File: src/hw/rtl/pnpp_pkg.sv
package pnpp_pkg;
   localparam int ImgWidth = 128;
   localparam int ImgHeight = 128;
   localparam int ColBits = $clog2(ImgWidth);
   localparam int RowBits = $clog2(ImgHeight);
   localparam int PlaneWords = ImgWidth * ImgHeight;
   localparam int AddrBits = $clog2(PlaneWords);
   localparam int DivSteps = 62;

   typedef enum logic [1:0] {
      OP_LOAD  = 2'd0,
      OP_READ  = 2'd1,
      OP_CLEAR = 2'd2,
      OP_NONE  = 2'd3
   } opcode_type;

   typedef enum logic [2:0] {
      ST_IDLE,
      ST_MEM,
      ST_MUL,
      ST_SUM,
      ST_DIV,
      ST_OUT
   } state_type;

   typedef struct packed {
      logic        start;
      logic        neg_re;
      logic        neg_im;
      logic [31:0] mag_re;
      logic [31:0] mag_im;
      logic [31:0] divisor;
   } div_req_type;
endpackage

File: src/hw/rtl/pnpp_div.sv
module pnpp_div import pnpp_pkg::*; (
   input  logic        clock,
   input  logic        reset,
   input  div_req_type req,
   output logic        done,
   output logic [31:0] q_re,
   output logic [31:0] q_im
);
   logic [5:0]  cnt_ff, cnt_in;
   logic        busy_ff, busy_in;
   logic [61:0] nre_ff, nre_in, nim_ff, nim_in;
   logic [32:0] rre_ff, rre_in, rim_ff, rim_in;
   logic [61:0] qre_ff, qre_in, qim_ff, qim_in;
   logic [31:0] d_ff, d_in;
   logic        sre_ff, sre_in, sim_ff, sim_in;
   logic [32:0] tre, tim;
   logic        fin_ff;

   function automatic logic [31:0] sat(input logic [61:0] q, input logic neg);
      if (neg) begin
         sat = (q > 62'h80000000) ? 32'h80000000 : 32'(~q[31:0] + 32'd1);
      end else begin
         sat = (q > 62'h7fffffff) ? 32'h7fffffff : q[31:0];
      end
   endfunction

   always_comb begin
      cnt_in = cnt_ff; busy_in = busy_ff; nre_in = nre_ff; nim_in = nim_ff;
      rre_in = rre_ff; rim_in = rim_ff; qre_in = qre_ff; qim_in = qim_ff;
      d_in = d_ff; sre_in = sre_ff; sim_in = sim_ff;
      tre = {rre_ff[31:0], nre_ff[61]};
      tim = {rim_ff[31:0], nim_ff[61]};
      if (req.start) begin
         busy_in = 1'b1; cnt_in = '0;
         nre_in = {req.mag_re, 30'd0}; nim_in = {req.mag_im, 30'd0};
         rre_in = '0; rim_in = '0; qre_in = '0; qim_in = '0;
         d_in = req.divisor; sre_in = req.neg_re; sim_in = req.neg_im;
      end else if (busy_ff) begin
         nre_in = {nre_ff[60:0], 1'b0};
         nim_in = {nim_ff[60:0], 1'b0};
         if (tre >= {1'b0, d_ff}) begin
            rre_in = tre - {1'b0, d_ff}; qre_in = {qre_ff[60:0], 1'b1};
         end else begin
            rre_in = tre; qre_in = {qre_ff[60:0], 1'b0};
         end
         if (tim >= {1'b0, d_ff}) begin
            rim_in = tim - {1'b0, d_ff}; qim_in = {qim_ff[60:0], 1'b1};
         end else begin
            rim_in = tim; qim_in = {qim_ff[60:0], 1'b0};
         end
         cnt_in = cnt_ff + 6'd1;
         if (cnt_ff == 6'(DivSteps - 1)) begin
            busy_in = 1'b0;
         end
      end
   end

   always_ff @(posedge clock) begin
      if (reset) begin
         busy_ff <= 1'b0; cnt_ff <= '0;
      end else begin
         busy_ff <= busy_in; cnt_ff <= cnt_in;
      end
      nre_ff <= nre_in; nim_ff <= nim_in; rre_ff <= rre_in; rim_ff <= rim_in;
      qre_ff <= qre_in; qim_ff <= qim_in; d_ff <= d_in;
      sre_ff <= sre_in; sim_ff <= sim_in;
   end

   always_ff @(posedge clock) begin
      if (reset) begin
         fin_ff <= 1'b0;
      end else begin
         fin_ff <= busy_ff && !busy_in;
      end
   end
   assign q_re = sat(qre_ff, sre_ff);
   assign q_im = sat(qim_ff, sim_ff);
   assign done = fin_ff;
endmodule

File: config.mk
export PLATFORM = sky130hd
export DESIGN_NAME = pnpp_div
export DESIGN_NICKNAME = d
export VERILOG_FILES = /design/src/hw/rtl/pnpp_pkg.sv /design/src/hw/rtl/pnpp_div.sv
export SDC_FILE = /design/constraint.sdc
export NUM_CORES = 1
export LEC_CHECK = 0
export BUFFER_PORTS_ARGS = -buffer_cell sky130_fd_sc_hd__clkbuf_2
export CAP_MARGIN = 20
export CELL_PAD_IN_SITES_DETAIL_PLACEMENT = 1
export CELL_PAD_IN_SITES_GLOBAL_PLACEMENT = 2
export CORE_ASPECT_RATIO = 0.8
export CORE_MARGIN = 2
export CORE_UTILIZATION = 37
export CTS_BUF_LIST = sky130_fd_sc_hd__clkbuf_16
export DETAILED_ROUTE_END_ITERATION = 6
export PLACE_DENSITY = 0.86
export SYNTH_ARGS = -nofsm -noshare
export SYNTH_HDL_FRONTEND = slang
export SYNTH_SLANG_ARGS = --single-unit
File: constraint.sdc
create_clock -name clock -period 4.4 [get_ports clock]
set_input_delay 0.22 -clock clock [delete_from_list [all_inputs] [get_ports clock]]
set_output_delay 0.22 -clock clock [all_outputs]
set_load 0.01 [all_outputs]
==> flow_metrics.env, run 1 <==
export IMPL_placed_area_um2=18220
export IMPL_vias=14750
export IMPL_grt_overflow_total=0
export IMPL_status="complete, no violations"
export IMPL_ys_flop_type="dfxtp_1"
export IMPL_core_rowCount=69
export IMPL_synth_seq_cells=294
export IMPL_wire_per_inst_um=18.82
export IMPL_synth_warnings=0
export IMPL_clk_latency_ns=0.55
export IMPL_nNetsFinal=2252
export IMPL_antenna_found_initial=1
export IMPL_cp_max_fo=5
export IMPL_num_antenna_cells=0
export IMPL_drt_initial_drc_count=975
export IMPL_syn_to_final_growth_pct=23.06
export IMPL_synth_largest_area_cell="dfxtp_1"
export IMPL_ant_nets=0
export IMPL_fill_cells=5177
export IMPL_tightest_slew_ns=1.073
export IMPL_critPathBufInv=2
export IMPL_initial_core_util_pct=37.75
export IMPL_dp_slack_ns=0.1583
export IMPL_yosysMostFrequentCell="nor2_1"
export IMPL_dp_hpwl_um=33710
export IMPL_path_cells="inv_4 -> ha_4 -> nor3b_4 -> nand2_1 -> or3_4 -> or4_4 -> or4b_4 -> or3_4 -> or3_4 -> nor4_4 -> mux2i_1 -> o211ai_2 -> buf_2"
export IMPL_syn_area_um2=16880
export IMPL_drive_above_1_share_pct=18.04
export IMPL_power_mw=7.505
export IMPL_place_gp_congestion=0.8516
export IMPL_drv_slew=0
export IMPL_rsz0062_at_grt="true"
export IMPL_p_per_area_nw_per_um2=361.2
export IMPL_critPathKind="reg2out"
export IMPL_drcViolationCount=0
export IMPL_dieArea_um2=47370
export IMPL_worstSetupStartpointType="flop"
export IMPL_synth_edf_count=98
export IMPL_grt_max_degree=136
export IMPL_fmax_mhz=228.4
export IMPL_slew_headroom_pct=28.44
export IMPL_htreeDepth=2
export IMPL_setup_ws_ns=0.02186
export IMPL_power_leakage_nw=8.623
export IMPL_period_share_pct=99.50
export IMPL_drv_cap=0
export IMPL_synth_nets=2033
export IMPL_clk_pin_slew_ns=0.06
export IMPL_cpPeakStageDelay_ns=0.51
export IMPL_synth_area_leaders="dfxtp_1 23%, edfxtp_1 17%, mux2i_1 8.8%"
export IMPL_clockBufferDepth=3
export IMPL_cts_tree="built"
export IMPL_cts_root_buf="clkbuf_16"
export IMPL_instances_no_fill=2710
export IMPL_die_w_um=242.8
export IMPL_finalClockSkew_ns=0.02133
export IMPL_placeableCoreArea_um2=44720
export IMPL_dr_pass1_iters=5
export IMPL_cp_common_cell="or3_4"
export IMPL_hp_class="in2reg"
export IMPL_hold_violations=0
export IMPL_synthCells=1862
export IMPL_die_height_um=195.1
export IMPL_cp_slowest_cell="or4b_4"
export IMPL_setup_viol=0
export IMPL_endpoint_kind="output port"
export IMPL_fin_tns_setup_ns=0
export IMPL_synth_top_area_share_pct=23.24
export IMPL_required_ns=4.18
export IMPL_synth_common_cells="266 x nor2_1, 196 x dfxtp_1, 148 x mux2i_1"
export IMPL_via_per_inst=5.441
export IMPL_grt_pass1_wl_um=83210
export IMPL_fin_util_pct=46.46
export IMPL_finalCriticalPeriod_ns=4.378
export IMPL_whs_ns=0.1555
export IMPL_crit_family="simple AND/OR/NAND/NOR gates"
export IMPL_cts_sinks=294
export IMPL_synthArstFlopShare_pct=0
export IMPL_grt_pass1_vias=15280
export IMPL_wl_um=50990
export IMPL_post_place_cells=2530
export IMPL_synth_cell_type_count=77
export IMPL_final_area_um2=20780
export IMPL_cts_buffers=36
export IMPL_port_buffers=165
export IMPL_syn_area_per_cell_um2=9.068
export IMPL_track_usage_pct=21.37
export IMPL_worstPathArrival_ns=4.16
export IMPL_ys_seq_area_share_pct=40.67
export IMPL_io_pins=166
export IMPL_ir_drop_v=0.0003851
==> final cells by class <==
| cell class | instances | area [um^2] | area share [%] |
|---|---|---|---|
| clock buffers | 36 | 900.9 | 4.336 |
| flip-flops and latches | 294 | 6885 | 33.14 |
| inverters | 79 | 306.5 | 1.475 |
| well taps | 603 | 754.5 | 3.631 |
| repair buffers | 303 | 2168 | 10.44 |
| multi-input cells | 1367 | 9549 | 45.96 |
| clock inverters | 28 | 212.7 | 1.024 |
==> worst reg2reg max path, cell delays in order, from the launching register on <==
cell	delay, ns
edfxtp_1	0.46
inv_1	0.13
ha_1	0.31
nor2b_1	0.16
o31a_1	0.19
o31a_1	0.15
o21ai_0	0.08
buf_4	0.16
a311oi_1	0.59
o21ai_0	0.33
nand4_1	0.33
and2_1	0.25
buf_4	0.23
nor3_1	0.06
a2111oi_0	0.37
==> final timing paths <==
kind                   start          to  slack [ns]  depth (start not counted)
setup / recovery   qre_ff[0]    q_re[30]        0.02                         13
hold / removal       req[98]  qim_ff[14]        0.16                          2
setup reg to reg     d_ff[1]   rre_ff[8]        0.49                         14
hold reg to reg   rim_ff[20]  rim_ff[20]        0.47                          2
==> logic make-up after synthesis <==
family / after synthesis / share of synthesized area (%)
buffers and inverters: 202 / 4.646
DFF: 294 / 40.67
and+or+nand+nor: 609 / 16.70
muxes: 210 / 12.91
xor gates and xnor gates: 56 / 2.905
AOI/OAI and AO/OA: 421 / 16.90
adders and majority gates: 70 / 5.276
==> layout by cell type (no fill, tap or decap), types with 8 or more instances in the layout <==
| master | count |
|---|---|
| a211oi_1 | 53 |
| a21oi_1 | 75 |
| ha_1 | 66 |
| nand2b_1 | 11 |
| mux2i_1 | 148 |
| xor2_1 | 21 |
| edfxtp_1 | 98 |
| clkbuf_16 | 36 |
| and2_1 | 8 |
| clkinv_1 | 9 |
| o21a_1 | 15 |
| inv_1 | 82 |
| mux2_2 | 62 |
| a31oi_1 | 14 |
| nand3_1 | 35 |
| or3_1 | 16 |
| a21o_1 | 30 |
| o21ai_0 | 88 |
| nor2_1 | 264 |
| nand4_1 | 22 |
| buf_4 | 33 |
| clkbuf_2 | 158 |
| or4_1 | 8 |
| o311ai_1 | 8 |
| nor2b_1 | 10 |
| dfxtp_1 | 191 |
| nand2_1 | 123 |
| o31a_1 | 8 |
| nor3_1 | 40 |
| dlygate4sd3_1 | 99 |
| xnor2_1 | 35 |
| nor4_1 | 22 |
| o31ai_1 | 12 |
| o311ai_0 | 23 |
| o211ai_1 | 12 |
==> sequential cells by signal, indices dropped and copies added, names as in the netlist <==
| signal | flops |
|---|---|
| busy_ff | 1 |
| done | 1 |
| d_ff | 32 |
| qim_ff | 62 |
| sim_ff | 1 |
| rim_ff | 32 |
| cnt_ff | 6 |
| nre_ff | 32 |
| nim_ff | 32 |
| sre_ff | 1 |
| qre_ff | 62 |
| rre_ff | 32 |
==> report_power, final <==
group	internal [mW]	total, mW	switching (mW)
registers	2.96	3.04	0.0789
logic	0.675	1.57	0.895
clock network	1.67	2.90	1.23
==> metal layers <==
metal	vias up	part of all wire [%]	global-route usage (%)
met2	206	47	35.30
met3	55	3.8	3.546
met1	7251	48	29.21
li1	7232	-	-
met4	2	1.6	5.022
met5	-	0.025	0
==> repair_timing <==
item	in CTS	in global routing
setup buffers	3	13
setup endpoints to repair	57	40
endpoints found under the hold margin	100	0
cloned	0	1
gates resized for setup	27	65
pin swaps	5	12
hold buffers	99	0
No activity file was read; power rests on OpenSTA's default activity.
==> inputs of run 2 (changes only) <==
--- a/config.mk
+++ b/config.mk
@@ -5,15 +5,15 @@
 export SDC_FILE = /design/constraint.sdc
 export NUM_CORES = 1
 export LEC_CHECK = 0
-export BUFFER_PORTS_ARGS = -buffer_cell sky130_fd_sc_hd__clkbuf_2
 export CAP_MARGIN = 20
 export CELL_PAD_IN_SITES_DETAIL_PLACEMENT = 1
 export CELL_PAD_IN_SITES_GLOBAL_PLACEMENT = 2
 export CORE_ASPECT_RATIO = 0.8
 export CORE_MARGIN = 2
-export CORE_UTILIZATION = 37
+export CORE_UTILIZATION = 40
 export CTS_BUF_LIST = sky130_fd_sc_hd__clkbuf_16
 export DETAILED_ROUTE_END_ITERATION = 6
+export DONT_BUFFER_PORTS = 1
 export PLACE_DENSITY = 0.86
 export SYNTH_ARGS = -nofsm -noshare
 export SYNTH_HDL_FRONTEND = slang
==> flow_metrics.env, run 2 (synthesis gave the netlist of run 1 again) <==
export IMPL_fmax_mhz=228.1
export IMPL_clk_latency_ns=0.55
export IMPL_drive_above_1_share_pct=13.32
export IMPL_required_ns=4.18
export IMPL_cp_max_fo=8
export IMPL_ant_nets=0
export IMPL_worst_hold_startpoint="req[98]"
export IMPL_grt_pass1_wl_um=81630
export IMPL_initial_core_util_pct=40.44
export IMPL_endpoint_kind="output port"
export IMPL_r2r_end="rre_ff[9]"
export IMPL_finalClockSkew_ns=0.01754
export IMPL_setup_viol=0
export IMPL_critPathKind="reg2out"
export IMPL_clockBufferDepth=3
export IMPL_grt_max_degree=211
export IMPL_hold_depth=3
export IMPL_antenna_found_initial=1
export IMPL_top_usage_layer="met2"
export IMPL_gr_usage_met2_pct=36.89
export IMPL_wire_per_inst_um=19.56
export IMPL_gr_usage_met1_pct=31.25
export IMPL_p_per_area_nw_per_um2=360.9
export IMPL_slew_headroom_pct=30.04
export IMPL_drt_initial_drc_count=767
export IMPL_drv_cap=0
export IMPL_die_height_um=187.8
export IMPL_htreeDepth=2
export IMPL_use_met3_pct=4.060
export IMPL_post_place_cells=2349
export IMPL_top_regs="qim_ff x62, qre_ff x62"
export IMPL_placeableCoreArea_um2=41750
export IMPL_cts_sinks=294
export IMPL_dr_pass1_iters=5
export IMPL_grt_overflow_total=0
export IMPL_nNetsFinal=2186
export IMPL_port_buffers=0
export IMPL_fill_cells=4721
export IMPL_dp_hpwl_um=31640
export IMPL_drcViolationCount=0
export IMPL_period_share_pct=99.65
export IMPL_vias=14670
export IMPL_worstSetupStartpointType="flop"
export IMPL_drv_slew=0
export IMPL_finalCriticalPeriod_ns=4.384
export IMPL_cts_tree="built"
export IMPL_final_cell_mix="264 x nor2_1, 191 x dfxtp_1, 161 x dlygate4sd3_1, 148 x mux2i_1, 124 x nand2_1"
export IMPL_via_per_inst=5.654
export IMPL_die_w_um=233.7
export IMPL_power_leakage_nw=8.560
export IMPL_cts_root_buf="clkbuf_16"
export IMPL_grt_pass1_vias=14940
export IMPL_timing_rr_start="d_ff[1]"
export IMPL_io_pins=166
export IMPL_hold_end="rre_ff[22]"
export IMPL_hold_violations=0
export IMPL_tightest_slew_ns=1.049
export IMPL_worstPathArrival_ns=4.16
export IMPL_ir_drop_v=0.0002631
export IMPL_clk_pin_slew_ns=0.06
export IMPL_syn_to_final_growth_pct=23.73
export IMPL_cts_buffers=36
export IMPL_status="complete, no violations"
export IMPL_track_usage_pct=22.84
export IMPL_rsz0062_at_grt="true"
export IMPL_layout_commonest_cell="nor2_1"
export IMPL_wl_um=50770
export IMPL_core_rowCount=67
export IMPL_rr_worst_depth=15
export IMPL_fin_tns_setup_ns=0
export IMPL_dieArea_um2=43880
export IMPL_worst_r2r_setup_slack_ns=0.26
export IMPL_instances_no_fill=2595
export IMPL_hp_class="in2reg"
export IMPL_place_gp_congestion=0.8694
-- run 2: area by class of cell --
| type | count | area, um^2 | share of cell area, % |
|---|---|---|---|
| tap | 552 | 690.7 | 3.306 |
| antenna | 1 | 2.502 | 0.01198 |
| sequential | 294 | 6883 | 32.95 |
| inverter | 79 | 304.0 | 1.455 |
| timing repair buffer | 238 | 2272 | 10.88 |
| clock inverter | 29 | 250.2 | 1.198 |
| multi-input combinational | 1366 | 9587 | 45.89 |
| clock buffer | 36 | 900.9 | 4.312 |
-- run 2: repair_timing --
| item | in CTS | in global routing |
|---|---|---|
| hold endpoints to repair | 313 | 0 |
| gates resized for setup | 27 | 86 |
| pin swaps | 7 | 16 |
| cloned | 0 | 1 |
| hold buffers | 162 | 0 |
| buffers inserted | 6 | 11 |
| endpoints found under the setup margin | 53 | 75 |
-- run 2: critical path: stages, from the launching register on --
cell	delay, ns
dfxtp_4	0.36
inv_4	0.06
ha_4	0.13
or3b_4	0.41
nor2_2	0.11
nand4_1	0.17
or4b_4	0.60
or3_4	0.42
o41ai_4	0.32
buf_4	0.21
nand2_4	0.08
buf_12	0.19
nor3_2	0.13
o21ai_1	0.10
o311ai_1	0.13
buf_4	0.18
-- run 2: how the worst max path moves through the flow --
| stage | startpoint | end | slack, ns | cells after the start |
|---|---|---|---|---|
| after floorplan | qre_ff[0] | q_re[30] | 0.76 | 12 |
| after global placement | qim_ff[0] | q_im[6] | 0.32 | 12 |
| after detailed placement | qre_ff[0] | q_re[17] | 0.15 | 12 |
| after CTS | qim_ff[1] | q_im[5] | 0.003 | 15 |
| after global routing | qim_ff[1] | q_im[21] | -0.12 | 15 |
| final | qim_ff[1] | q_im[21] | 0.02 | 15 |
-- run 2: power breakdown --
group	internal, mW	leakage [nW]	switching [mW]
Sequential	2.96	2.57	0.0859
Combinational	0.685	5.39	0.885
Clock	1.73	0.604	1.19
Total	5.37	8.56	2.17
-- run 2: metrics by stage --
stage	hold WS (ns)	utilization, %	power (mW)	setup WS, ns	instance area, um^2
floorplan	0.2985	-	4.099	0.7633	16880
CTS	0.07962	49.08	7.551	0.003074	20490
global route	0.1154	50.04	7.909	-0.1233	20890
detailed placement	0.2938	42.08	4.422	0.1458	17570
global placement	0.2932	42.08	4.386	0.3220	17570
finish	0.1322	50.04	7.539	0.01553	20890
-- run 2: per-layer routing --
| layer | vias to the layer above | part of all wire [%] |
|---|---|---|
| met5 | - | 0 |
| met4 | 0 | 2.0 |
| met3 | 64 | 4.6 |
| met2 | 304 | 47 |
| met1 | 7209 | 47 |
| li1 | 7096 | - |
==> inputs of run 3 (changes only) <==
--- a/config.mk
+++ b/config.mk
@@ -14,7 +14,8 @@
 export CTS_BUF_LIST = sky130_fd_sc_hd__clkbuf_16
 export DETAILED_ROUTE_END_ITERATION = 6
 export DONT_BUFFER_PORTS = 1
-export PLACE_DENSITY = 0.86
+export PLACE_DENSITY_LB_ADDON = 0.15
+export REMOVE_ABC_BUFFERS = 1
 export SYNTH_ARGS = -nofsm -noshare
 export SYNTH_HDL_FRONTEND = slang
 export SYNTH_SLANG_ARGS = --single-unit
==> flow_metrics.env, run 3 (synthesis gave the netlist of run 1 again) <==
export IMPL_hp_class="in2reg"
export IMPL_io_pins=166
export IMPL_p_sw_share_pct=29.21
export IMPL_die_w_um=233.7
export IMPL_dieArea_um2=43880
export IMPL_cts_buffers=36
export IMPL_finalClockSkew_ns=0.02787
export IMPL_antenna_found_initial=3
export IMPL_core_rowCount=67
export IMPL_top_regs="qim_ff x62, qre_ff x62"
export IMPL_worstSetupStartpointType="flop"
export IMPL_grt_overflow_total=0
export IMPL_wl_um=49610
export IMPL_place_gp_congestion=0.8211
export IMPL_critPathBufInv=2
export IMPL_instances_no_fill=2515
export IMPL_clockBufferDepth=3
export IMPL_dp_slack_ns=0.4078
export IMPL_dp_hpwl_um=31820
export IMPL_cts_tree="built"
export IMPL_cp_slowest_cell="or4b_4"
export IMPL_endpoint_kind="output port"
export IMPL_cpPeakStageDelay_ns=0.53
export IMPL_die_height_um=187.8
export IMPL_p_seq_share_pct=41.5
export IMPL_vias=14190
export IMPL_finalCriticalPeriod_ns=4.213
export IMPL_tightest_slew_ns=1.090
export IMPL_fmax_mhz=237.4
export IMPL_power_leakage_nw=7.961
export IMPL_period_share_pct=95.75
export IMPL_critPathKind="reg2out"
export IMPL_drcViolationCount=0
export IMPL_clk_latency_ns=0.54
export IMPL_syn_to_final_growth_pct=17.46
export IMPL_track_usage_pct=22.52
export IMPL_clk_pin_slew_ns=0.05
export IMPL_grt_max_degree=212
export IMPL_multiInputGateArea_um2=9359
export IMPL_worstPathArrival_ns=3.99
export IMPL_cp_max_fo=18
export IMPL_initial_core_util_pct=40.44
export IMPL_setup_ws_ns=0.1869
export IMPL_rsz0062_at_grt="false"
export IMPL_ir_drop_v=0.0004037
export IMPL_cts_root_buf="clkbuf_16"
export IMPL_grt_pass1_wl_um=79690
export IMPL_wire_per_inst_um=19.72
export IMPL_clkPwrFrac_pct=38.3
export IMPL_p_per_area_nw_per_um2=369.5
export IMPL_cts_sinks=294
export IMPL_layout_commonest_cell="nor2_1"
export IMPL_drv_cap=0
export IMPL_seqCellArea_um2=6873
export IMPL_setup_viol=0
export IMPL_nNetsFinal=2104
export IMPL_slew_headroom_pct=27.36
export IMPL_via_per_inst=5.641
export IMPL_grt_pass1_vias=14260
export IMPL_drive_above_1_share_pct=10.77
export IMPL_placeableCoreArea_um2=41750
export IMPL_status="complete, no violations"
export IMPL_fill_cells=4754
export IMPL_comb_power_share_pct=20.1
export IMPL_final_cell_mix="265 x nor2_1, 193 x dfxtp_1, 148 x mux2i_1, 125 x nand2_1, 100 x dlygate4sd3_1"
export IMPL_crit_family="simple AND/OR/NAND/NOR gates"
export IMPL_path_cells="inv_1 -> ha_2 -> or3b_4 -> nor2_2 -> nand4_1 -> or4b_4 -> or3_4 -> o41ai_4 -> and2_4 -> nand2_4 -> o311ai_1 -> buf_4"
export IMPL_internal_power_mw=5.187
export IMPL_port_buffers=0
export IMPL_dr_pass1_iters=5
export IMPL_switching_power_mw=2.140
export IMPL_drt_initial_drc_count=841
export IMPL_required_ns=4.18
export IMPL_drv_slew=0
export IMPL_ant_nets=0
export IMPL_htreeDepth=2
export IMPL_hold_violations=0
export IMPL_post_place_cells=2340
[run 3: changes by cell type in the layout (fill, tap and decap cells not counted), moves of 6 or more]
cell           before  now
o21ai_2            10    0
dlygate4sd3_1     161  100
o311ai_1            5   11
buf_4              70   50
o21ai_0            76   91
o311ai_2           13    2
[run 3: worst paths after layout]
| path | from | end | slack (ns) | depth (start not counted) |
|---|---|---|---|---|
| worst max-delay path | qim_ff[0] | q_im[5] | 0.19 | 12 |
| worst max register to register | d_ff[1] | rre_ff[27] | 0.50 | 12 |
| worst min register to register | rim_ff[20] | rim_ff[20] | 0.47 | 2 |
| worst min-delay path | req[98] | rim_ff[21] | 0.05 | 2 |
[run 3: power by group through the flow]
| stage | combinational, mW | sequential [mW] | clock (mW) |
|---|---|---|---|
| after floorplan | 0.995 | 3.11 | 0 |
| after global placement | 1.30 | 3.09 | 0 |
| after detailed placement | 1.32 | 3.10 | 0 |
| after CTS | 1.46 | 3.04 | 2.90 |
| after global routing | 1.63 | 3.06 | 3.02 |
| final | 1.47 | 3.04 | 2.81 |
[run 3: final cells by class]
cell class | instances | share of cell area, %
antenna | 3 | 0.03785
clock buffer | 36 | 4.543
clock inverter | 29 | 0.9905
inverter | 79 | 1.495
multi-input combinational | 1366 | 47.19
sequential | 294 | 34.66
tap | 552 | 3.483
timing repair buffer | 156 | 7.603
[run 3: routing by layer]
metal	global-route usage [%]	part of all wire (%)
met1	32.03	48
met2	35.63	46
met3	4.060	4.1
met4	4.698	1.8
met5	0	0
[run 3: worst register-to-register path: cells and delay by family (launching register included)]
kind / cells / cell delay, ns
adder cells (fa/ha/maj): 1 / 0.25
buffers and inverters: 1 / 0.11
AO/OA/AOI/OAI: 6 / 1.86
flip-flops: 1 / 0.45
AND/OR/NAND/NOR: 4 / 1.10
[run 3: through the flow]
stage          power (mW)  util, %  setup TNS, ns  hold slack [ns]  cell area, um^2
6_report            7.327    47.50              0          0.04555            19830
5_1_grt             7.710    47.50              0          0.01673            19830
4_1_cts             7.400    47.22              0         0.006277            19710
3_5_place_dp        4.418    41.88              0           0.2926            17490
3_3_place_gp        4.393    41.88              0           0.2941            17490
2_1_floorplan       4.109        -        -795.33           0.2891            16400
[run 3: what timing repair did]
item / CTS / global route
gates resized for setup: 18 / 23
cloned: 0 / 1
hold endpoints to repair: 313 / 0
hold buffers: 102 / 0
endpoints found under the setup margin: 32 / 41
setup buffers: 0 / 4
pin swaps: 3 / 6
